===== src/rtl/svmc_pkg.sv =====
// Package: shared types and constants for the stereo volume and mute controller.
`timescale 1ns / 1ps

package svmc_pkg;

    localparam int CMD_W   = 2;
    localparam int STAGE_W = 3;
    localparam int VOL_W   = 8;

    localparam logic [VOL_W-1:0] VOL_MAX = {VOL_W{1'b1}};
    localparam logic [VOL_W-1:0] VOL_MIN = '0;

    typedef enum logic [CMD_W-1:0] {
        CMD_TOGGLE = 2'd0,
        CMD_UP     = 2'd1,
        CMD_DOWN   = 2'd2,
        CMD_IGNORE = 2'd3
    } t_cmd;

    // Write request from the update logic to the stage register file
    typedef struct packed {
        logic             flip;
        logic             vol_we;
        logic [VOL_W-1:0] right;
        logic [VOL_W-1:0] left;
    } t_upd;

endpackage


===== src/rtl/svmc_regs.sv =====
// Per-stage state: unmuted flag and right and left volume, one read and one write port.
`timescale 1ns / 1ps

module svmc_regs #(
    parameter int NUM_STAGES = 6,
    parameter int IDX_W      = 3
) (
    input  logic                      i_clk,
    input  logic                      i_rst_n,
    input  logic [IDX_W-1:0]          i_idx,
    input  svmc_pkg::t_upd            i_upd,
    output logic                      o_unmuted,
    output logic [svmc_pkg::VOL_W-1:0] o_right,
    output logic [svmc_pkg::VOL_W-1:0] o_left
);
    import svmc_pkg::*;

    logic             r_flag  [NUM_STAGES];
    logic [VOL_W-1:0] r_right [NUM_STAGES];
    logic [VOL_W-1:0] r_left  [NUM_STAGES];

    // Read the addressed stage
    assign o_unmuted = r_flag[i_idx];
    assign o_right   = r_right[i_idx];
    assign o_left    = r_left[i_idx];

    // Clear on reset, apply flag flip and volume write
    always_ff @(posedge i_clk) begin
        if (!i_rst_n) begin
            for (int i = 0; i < NUM_STAGES; i++) begin
                r_flag[i]  <= 1'b0;
                r_right[i] <= VOL_MIN;
                r_left[i]  <= VOL_MIN;
            end
        end else begin
            if (i_upd.flip) begin
                r_flag[i_idx] <= ~r_flag[i_idx];
            end
            if (i_upd.vol_we) begin
                r_right[i_idx] <= i_upd.right;
                r_left[i_idx]  <= i_upd.left;
            end
        end
    end

endmodule


===== src/rtl/svmc_calc.sv =====
// Update logic: saturating volume step, mute toggle and message decision.
`timescale 1ns / 1ps

module svmc_calc (
    input  logic                        i_vld,
    input  svmc_pkg::t_cmd              i_cmd,
    input  logic [svmc_pkg::VOL_W-1:0]  i_right_step,
    input  logic [svmc_pkg::VOL_W-1:0]  i_left_step,
    input  logic                        i_cur_unmuted,
    input  logic [svmc_pkg::VOL_W-1:0]  i_cur_right,
    input  logic [svmc_pkg::VOL_W-1:0]  i_cur_left,
    output svmc_pkg::t_upd              o_upd,
    output logic                        o_emit,
    output logic                        o_unmuted
);
    import svmc_pkg::*;

    logic [VOL_W:0]   w_sum_r;
    logic [VOL_W:0]   w_sum_l;
    logic [VOL_W-1:0] w_new_r;
    logic [VOL_W-1:0] w_new_l;
    logic             w_changed;

    assign w_sum_r = {1'b0, i_cur_right} + {1'b0, i_right_step};
    assign w_sum_l = {1'b0, i_cur_left} + {1'b0, i_left_step};

    // Saturate up at full scale, down at zero
    always_comb begin
        case (i_cmd)
            CMD_UP: begin
                w_new_r = w_sum_r[VOL_W] ? VOL_MAX : w_sum_r[VOL_W-1:0];
                w_new_l = w_sum_l[VOL_W] ? VOL_MAX : w_sum_l[VOL_W-1:0];
            end
            CMD_DOWN: begin
                w_new_r = (i_cur_right > i_right_step) ? i_cur_right - i_right_step : VOL_MIN;
                w_new_l = (i_cur_left > i_left_step) ? i_cur_left - i_left_step : VOL_MIN;
            end
            default: begin
                w_new_r = i_cur_right;
                w_new_l = i_cur_left;
            end
        endcase
    end

    assign w_changed = (w_new_r != i_cur_right) || (w_new_l != i_cur_left);

    // Decide write and message per command
    always_comb begin
        o_upd.flip   = 1'b0;
        o_upd.vol_we = 1'b0;
        o_upd.right  = w_new_r;
        o_upd.left   = w_new_l;
        o_emit       = 1'b0;
        o_unmuted    = i_cur_unmuted;
        case (i_cmd)
            CMD_TOGGLE: begin
                o_upd.flip = i_vld;
                o_emit     = i_vld;
                o_unmuted  = ~i_cur_unmuted;
            end
            CMD_UP, CMD_DOWN: begin
                o_upd.vol_we = i_vld && w_changed;
                o_emit       = i_vld && w_changed;
            end
            default: begin
                o_emit = 1'b0;
            end
        endcase
    end

endmodule


===== src/rtl/stereo_volume_mute_controller.sv =====
// Top level: stereo volume and mute controller with input and result registers.
//
//  channel  | handshake          | ports
//  ---------+--------------------+-----------------------------------------------
//  command  | i_start / o_busy   | i_command, i_stage_index, i_right_step, i_left_step
//  result   | o_valid (strobe)   | o_stage_out, o_unmuted_out, o_right_level, o_left_level
//
// A command is taken into the input register; in the next cycle the stage state is read,
// updated and the result register loaded, which drives the o_valid strobe.
// One command per cycle: the state read-modify-write of each command sets the rate, and a
// following command sees the state that the previous one left.
// Reset clears all stages to muted and zero volume; o_busy is high only while in reset.
// The receiver cannot stall; a command that changes nothing gives no strobe.
`timescale 1ns / 1ps

module stereo_volume_mute_controller #(
    parameter int NUM_STAGES = 6
) (
    input  logic                        i_clk,
    input  logic                        i_rst_n,
    input  logic                        i_start,
    output logic                        o_busy,
    input  logic [svmc_pkg::CMD_W-1:0]  i_command,
    input  logic [svmc_pkg::STAGE_W-1:0] i_stage_index,
    input  logic [svmc_pkg::VOL_W-1:0]  i_right_step,
    input  logic [svmc_pkg::VOL_W-1:0]  i_left_step,
    output logic                        o_valid,
    output logic [svmc_pkg::STAGE_W-1:0] o_stage_out,
    output logic                        o_unmuted_out,
    output logic [svmc_pkg::VOL_W-1:0]  o_right_level,
    output logic [svmc_pkg::VOL_W-1:0]  o_left_level
);
    import svmc_pkg::*;

    localparam int IDX_W = (NUM_STAGES > 1) ? $clog2(NUM_STAGES) : 1;
    localparam int CMP_W = 5;

    logic               r_busy;
    logic               r_in_vld;
    t_cmd               r_cmd;
    logic [STAGE_W-1:0] r_stage;
    logic [VOL_W-1:0]   r_rstep;
    logic [VOL_W-1:0]   r_lstep;

    logic               r_out_vld;
    logic [STAGE_W-1:0] r_stage_out;
    logic               r_unmuted_out;
    logic [VOL_W-1:0]   r_right_lvl;
    logic [VOL_W-1:0]   r_left_lvl;

    logic               w_accept;
    logic               w_in_range;
    logic [IDX_W-1:0]   w_idx;
    logic               w_cur_unmuted;
    logic [VOL_W-1:0]   w_cur_right;
    logic [VOL_W-1:0]   w_cur_left;
    t_upd               w_upd;
    logic               w_emit;
    logic               w_unmuted;

    assign w_accept   = i_start && !r_busy;
    assign w_in_range = (r_stage != '0) && (CMP_W'(r_stage) <= CMP_W'(NUM_STAGES));
    assign w_idx      = IDX_W'(r_stage - STAGE_W'(1));

    // Capture a command on transfer
    always_ff @(posedge i_clk) begin
        if (!i_rst_n) begin
            r_busy   <= 1'b1;
            r_in_vld <= 1'b0;
        end else begin
            r_busy   <= 1'b0;
            r_in_vld <= w_accept;
        end
    end

    always_ff @(posedge i_clk) begin
        if (w_accept) begin
            r_cmd   <= t_cmd'(i_command);
            r_stage <= i_stage_index;
            r_rstep <= i_right_step;
            r_lstep <= i_left_step;
        end
    end

    svmc_regs #(
        .NUM_STAGES (NUM_STAGES),
        .IDX_W      (IDX_W)
    ) u_regs (
        .i_clk     (i_clk),
        .i_rst_n   (i_rst_n),
        .i_idx     (w_idx),
        .i_upd     (w_upd),
        .o_unmuted (w_cur_unmuted),
        .o_right   (w_cur_right),
        .o_left    (w_cur_left)
    );

    svmc_calc u_calc (
        .i_vld         (r_in_vld && w_in_range),
        .i_cmd         (r_cmd),
        .i_right_step  (r_rstep),
        .i_left_step   (r_lstep),
        .i_cur_unmuted (w_cur_unmuted),
        .i_cur_right   (w_cur_right),
        .i_cur_left    (w_cur_left),
        .o_upd         (w_upd),
        .o_emit        (w_emit),
        .o_unmuted     (w_unmuted)
    );

    // Load the result register; strobe for one cycle
    always_ff @(posedge i_clk) begin
        if (!i_rst_n) begin
            r_out_vld <= 1'b0;
        end else begin
            r_out_vld <= w_emit;
        end
    end

    always_ff @(posedge i_clk) begin
        if (w_emit) begin
            r_stage_out   <= r_stage;
            r_unmuted_out <= w_unmuted;
            r_right_lvl   <= w_upd.right;
            r_left_lvl    <= w_upd.left;
        end
    end

    assign o_busy        = r_busy;
    assign o_valid       = r_out_vld;
    assign o_stage_out   = r_stage_out;
    assign o_unmuted_out = r_unmuted_out;
    assign o_right_level = r_right_lvl;
    assign o_left_level  = r_left_lvl;

    // A message always names a stage that exists
    a_stage_range: assert property (@(posedge i_clk) disable iff (!i_rst_n)
        o_valid |-> (o_stage_out != '0) && (CMP_W'(o_stage_out) <= CMP_W'(NUM_STAGES)))
        else $error("result names a stage out of range");

    // A message follows a command captured in the input register
    a_no_spurious: assert property (@(posedge i_clk) disable iff (!i_rst_n)
        o_valid |-> $past(r_in_vld))
        else $error("result without a captured command");

    // A volume write or mute flip always comes with a message
    a_write_emits: assert property (@(posedge i_clk) disable iff (!i_rst_n)
        (w_upd.vol_we || w_upd.flip) |=> o_valid)
        else $error("state changed without a message");

endmodule

===== config.mk =====
export PLATFORM = sky130hd
export DESIGN_NAME = stereo_volume_mute_controller
export DESIGN_NICKNAME = d
export VERILOG_FILES = /design/src/rtl/svmc_pkg.sv /design/src/rtl/svmc_regs.sv /design/src/rtl/svmc_calc.sv /design/src/rtl/stereo_volume_mute_controller.sv
export SDC_FILE = /design/constraint.sdc
export NUM_CORES = 1
export LEC_CHECK = 0
export CORE_ASPECT_RATIO = 0.75
export CORE_MARGIN = 2
export CORE_UTILIZATION = 58
export DETAILED_ROUTE_END_ITERATION = 6
export DONT_BUFFER_PORTS = 1
export GPL_TIMING_DRIVEN = 0
export PLACE_DENSITY = 0.78
export SYNTH_ARGS = -nofsm -noshare
export SYNTH_HDL_FRONTEND = slang
export SYNTH_SLANG_ARGS = --single-unit
export TNS_END_PERCENT = 5

===== constraint.sdc =====
create_clock -name i_clk -period 7.75 [get_ports i_clk]
set_input_delay 1.1625 -clock i_clk [delete_from_list [all_inputs] [get_ports i_clk]]
set_output_delay 1.1625 -clock i_clk [all_outputs]
set_load 0.05 [all_outputs]

### Word level (Yosys, flattened, before mapping)

Memory sizes are Yosys's and may differ from the RTL's.
Cells that the tools add are included.

| operators by class | value |
|---|---|
| add/subtract/negate cells | 5 |
| order comparisons | 3 |
| equal/unequal tests | 4 |
| muxes and demuxes | 26 |
| bitwise logic cells | 1 |
| reduce and logical (&&, ||, !) cells | 12 |

Operator list:

| operator | count |
|---|---|
| $mux 8 | 6 |
| $pmux 8 s2 | 2 |
| $add 8x8->9 | 2 |
| $gt 8x8->1 | 2 |
| $ne 8x8->1 | 2 |
| $reduce_or 8->1 | 2 |
| $sub 8x8->8 | 2 |
| $mux 1 | 14 |
| $mux 3 | 3 |
| $logic_and 1x1->1 | 4 |
| $le 3x3->1 const B | 1 |
| $reduce_bool 3->1 | 1 |
| $sub 3x1->3 const B | 1 |
| $eq 2x1->1 const B | 1 |
| $eq 2x2->1 const B | 1 |
| $logic_not 2->1 | 1 |
| $pmux 1 s2 | 1 |
| $reduce_or 2->1 | 1 |
| $logic_not 1->1 | 1 |
| $logic_or 1x1->1 | 1 |
| $not 1->1 | 1 |
| $reduce_or 1->1 | 1 |

| storage, ports and cells | value |
|---|---|
| bits in registers | 44 |
| memory bits (writable) | 102 |
| input port bits | 24 |
| output and inout bits | 22 |
| word-level logic and storage cells | 65 |
| memories kept | 3 |

Memories:

| name | depth | bits a word | read ports | clocked after memory_dff | write ports | line | text |
|---|---|---|---|---|---|---|---|
| u_regs.r_left | 6 | 8 | 1 | 0 | 6 | svmc_regs.sv:20 | `logic [VOL_W-1:0] r_left [NUM_STAGES];` |
| u_regs.r_right | 6 | 8 | 1 | 0 | 6 | svmc_regs.sv:19 | `logic [VOL_W-1:0] r_right [NUM_STAGES];` |
| u_regs.r_flag | 6 | 1 | 1 | 0 | 6 | svmc_regs.sv:18 | `logic r_flag [NUM_STAGES];` |

### Logic depth before layout (Yosys ltp)

An unclocked memory read counts as a cell.

| depth | value |
|---|---|
| depth in word-level cells | 14 |
| mapped depth | 26 |
| depth with buffers taken out | 18 |

### By module

Synthesis repeated with hierarchy kept, for this count alone.

| unflattened totals | value |
|---|---|
| cell total of the unflattened synthesis | 811 |
| area total of the unflattened synthesis | 9983.3 µm² |

By module, submodules not included:

| module | times used | cells an instance | area an instance (µm²) | sequential area each (µm²) |
|---|---|---|---|---|
| svmc_regs | 1 | 367 | 5914.4 | 4033.9 |
| svmc_calc | 1 | 386 | 2676.3 | 0.0 |
| stereo_volume_mute_controller | 1 | 58 | 1392.6 | 1291.2 |

### Worst setup path before layout

Ideal clock, no wire load.

| timing | value |
|---|---|
| path kind | flip-flop to flip-flop |
| start point | register r_stage[0] |
| end point | memory u_regs.r_left[2][0] (enable) |
| setup time | 435 ps |
| data arrival time | 7355 ps |
| data required time | 7315 ps |
| slack | -40 ps |
| cell stages (with the launch flop) | 24 |
| buffers on the path | 7 |
| period minus slack after synthesis | 7790 ps |
| cells stage by stage | edfxtp_1 > buf_2 > buf_2 > buf_2 > clkbuf_1 > inv_1 > ha_1 > clkbuf_1 > clkbuf_1 > mux4_2 > nand2_1 > nand2_1 > ha_1 > fa_1 > nor2b_1 > o311ai_4 > a311oi_2 > a221oi_1 > xnor2_1 > a2111oi_2 > o21ai_1 > o41ai_4 > buf_4 > o41ai_1 |

RTL lines:

| what | line | text |
|---|---|---|
| start: declaration | stereo_volume_mute_controller.sv:41 | `logic [STAGE_W-1:0] r_stage;` |
| start signal: assignment | stereo_volume_mute_controller.sv:79 | `r_stage <= i_stage_index;` |
| end: declaration | svmc_regs.sv:20 |  |

==> results.md <==
- # IOs: 46
- Post-synthesis compound-gate area fraction: 9.79%
- Area of the mapped netlist: 9790 um^2
- R2r endpoint: u_regs.r_right[7][1]
- Synth async-reset ratio: 0%
- Die X: 154 um
- Routed vias/inst: 6.71
- Crit Reg-Reg Startpoint: r_stage[0]
- Die area: around 18000 um^2
- Std-Cell Rows: 41
- Cells after synthesis: roughly 800
- CTS buffer count: 17
- Fin Clk Skew: 0.00895 ns
- Tot GR Track Use: between 20% and 30%
- Total routed wirelength: 25100 um
- Largest family of logic cells by synthesized area: simple AND/OR/NAND/NOR gates
- Worst Max-Slew Pin Slew: between 0.8 and 0.9 ns
- Critical Path Start: r_stage[0]
- Synth Register Bits: 180
- Fin. max-slew vios: 0
- Fin crit period: ~7.4 ns
- Final ANT Viol Nets: 0
- Pre-CTS worst setup slack: -0.876 ns
- Final setup violation count: 0
- Fraction of the mapped netlist area in simple logic gates: 15.2%
- Critical Path RT: a little under 8 ns
- Routed via count: 7195
- CTS sink cnt: 180
- CTS tree: done
- WP data arrival: 7.57 ns
- WHS Path Cells: 0
- Total gr overflow: 0
- Placer Congestion: 0.908
- Post-Syn Area per Cell: between 10 and 15 um^2
- Post-Syn Nets: between 800 and 900
- Antenna diodes: 0
- Antenna violations before repair: 0
- Register area share after synthesis: approximately 54%
- 1st-iter DRT viols: 1005
- Hold crit path type: reg -> reg
- Unique masters post-synth: 63
- NumNets Final: 916
- Largest net degree at the start of global routing: 19
- Internal reg-to-reg setup slack: 0.33 ns
- Vias in the first global route: 6742
- Clock Pin Slew Worst Setup and Hold Paths: 0.07 ns
- Post-synth EDFFs: 172
- Max VDD drop: 0.146 mV
- Max Root-Sink Buffers: 2
- Min-Delay Endpoint: o_stage_out[0]
- DP HPWL: 17400 um
- Clk Latency, worst-skew pair: about 0.45 ns
- Setup ws final: 0.334 ns
- Number of remaining DRC errors: 0
- Fraction of layout cells with a size suffix above 1: 15.5%
- Final std cells w/o fill: 1073
- Hold Startpoint: r_stage[0]
- Synth Area in XOR/XNOR: 1.43%
- Hold bufs inserted after CTS: 0
- Fin. Hold Viols: 0
- Yosys warns: 0
- Placed Cells incl. Taps: 1038
- Initial Util: 58.7%
- Avg WL per Cell: 23.4 um
- Primary FF master, synth: edfxtp_1
- Tcrit/Tclk final: 95.7%
- Core Area: ~17000 um^2
- Synth-to-layout area growth: 12.2%
- First-pass GRT wire length: roughly 38000 um
- R2R depth: 25
- Status: completed
- Pwr per Cell Area: approximately 220 nW/um^2
- Max frequency: 135 MHz
- Pre-antenna DRT Iters: 5
- Multiplexer area fraction after synthesis: 8.53%
- CP Class: reg -> reg
- CTS root buf: clkbuf_16
- Max-cap violation count: 0
- Startpoint Class: flop
- CP endpoint kind: flop
- H-Tree Depth: 4
- IO buf count: 0
- DIE HEIGHT: approximately 120 um
- Max Fanout on Critical Path: 10
- Leakage Power: 4.04 nW
- Synth Area in Adders: 6.31%
- Worst slew margin: about 45%
worst max-delay path, stage by stage (launching register included):
cell and delay, ns:
edfxtp_1 0.34, buf_2 0.24, buf_4 0.30, buf_6 0.24
clkbuf_2 0.27, inv_1 0.19, ha_1 0.34, xor2_2 0.25
clkbuf_2 0.34, clkbuf_2 0.37, mux2i_2 0.36, inv_1 0.13
ha_1 0.22, fa_1 0.41, nor2b_1 0.18, o2111ai_1 0.36
and3_1 0.25, o2111ai_1 0.18, xnor2_1 0.37, a211oi_1 0.11
nand3_1 0.22, o41ai_4 0.08, buf_4 0.21, buf_4 0.21
nor3_2 0.64, buf_6 0.26
Yosys cell counts, drive strengths merged, types with 8 or more instances:
cell type,n,area (um^2)
ha,43,538
dfxtp,8,160
nor2b,11,68.8
o21ai,29,145
edfxtp,172,5160
nand2,69,259
buf,19,101
nand3,13,65.1
mux4,34,766
inv,58,218
a21oi,27,135
nor2,24,90.1
a211oi,9,67.6
nand3b,8,60.1
nor4,26,184
xnor2,13,114
clkbuf,29,109
nor3,94,470
nand4,14,87.6
final cells by class:
class                      count  area, um^2
clock inverter                15         164
tap                          215         269
sequential                   180        5330
fill                        1171        5680
multi-input combinational    526        4180
timing repair buffer          14         174
inverter                      59         221
clock buffer                  17         425
buffer                        47         228
worst max path at each step:
stage	endpoint	slack, ns	cells after the start
2_1_floorplan	o_left_level[0]	0.19	23
3_3_place_gp	o_right_level[0]	-2.53	23
3_5_place_dp	u_regs.r_right[6][3]	-0.88	25
4_1_cts	u_regs.r_right[6][1]	0.12	24
5_1_grt	o_left_level[6]	-0.08	24
6_report	u_regs.r_right[7][1]	0.33	25
cell families (layout without fill, tap and decap cells):
family	Yosys count	after routing
AO/OA/AOI/OAI	134	134
XOR/XNOR	16	16
adder cells (fa/ha/maj)	47	47
buffers and inverters	107	152
flip-flops	180	180
multiplexers	41	41
AND/OR/NAND/NOR	288	288
flip-flops by register name (all words and copies together), names as in the netlist:
register	flops
o_stage_out	3
r_lstep	8
u_regs.r_left	64
r_stage	3
r_rstep	8
r_cmd	2
u_regs.r_right	64
o_valid	1
o_right_level	8
o_unmuted_out	1
u_regs.r_flag	8
o_busy	1
o_left_level	8
r_in_vld	1
metrics by stage:
step	power, mW	hold slack (ns)	utilization, %	setup TNS [ns]	instance area [um^2]
6_report	2.39	0.450	65.9	0	11000
5_1_grt	2.46	0.469	65.9	-1.51	11000
4_1_cts	2.37	0.445	65.2	0	10900
3_5_place_dp	1.53	0.441	61.6	-151.49	10300
3_3_place_gp	1.51	0.427	60.4	-263.40	10100
2_1_floorplan	1.41	0.421	-	0	9800
power by group:
group          switching [mW]  leakage [nW]  internal (mW)
Clock                   0.401         0.286          0.456
Combinational           0.279          1.96          0.143
Sequential             0.0182          1.79           1.09
cell usage in the layout (no fill, tap or decap), types with 8 or more instances in the layout:
master	netlist	routed
buf_2	15	13
nand4_1	14	14
buf_4	3	8
a21oi_1	27	27
nor3_1	94	92
dfxtp_1	8	8
o21ai_1	15	12
xnor2_1	13	12
ha_1	43	42
nand3_1	13	13
nor2b_1	11	10
o21ai_0	14	13
nand2_1	69	69
inv_1	58	58
nor4_1	24	23
nor2_1	24	24
a211oi_1	9	8
clkbuf_16	0	17
clkbuf_1	29	22
nand3b_1	8	8
edfxtp_1	172	172
mux4_2	34	34
layer usage:
layer | part of all wire, % | global-route usage [%] | vias up
met5 | 0 | 0 | -
met4 | 1.2 | 7.79 | 0
met3 | 12 | 7.98 | 26
met2 | 45 | 44.5 | 512
met1 | 41 | 41.8 | 3469
li1 | - | - | 3188
timing repair:
action                     CTS  global route
buffers inserted             0             4
pin swaps                    0             4
setup endpoints to repair  277           216
resized for setup           10            13
No activity file was read; power rests on OpenSTA's default activity.
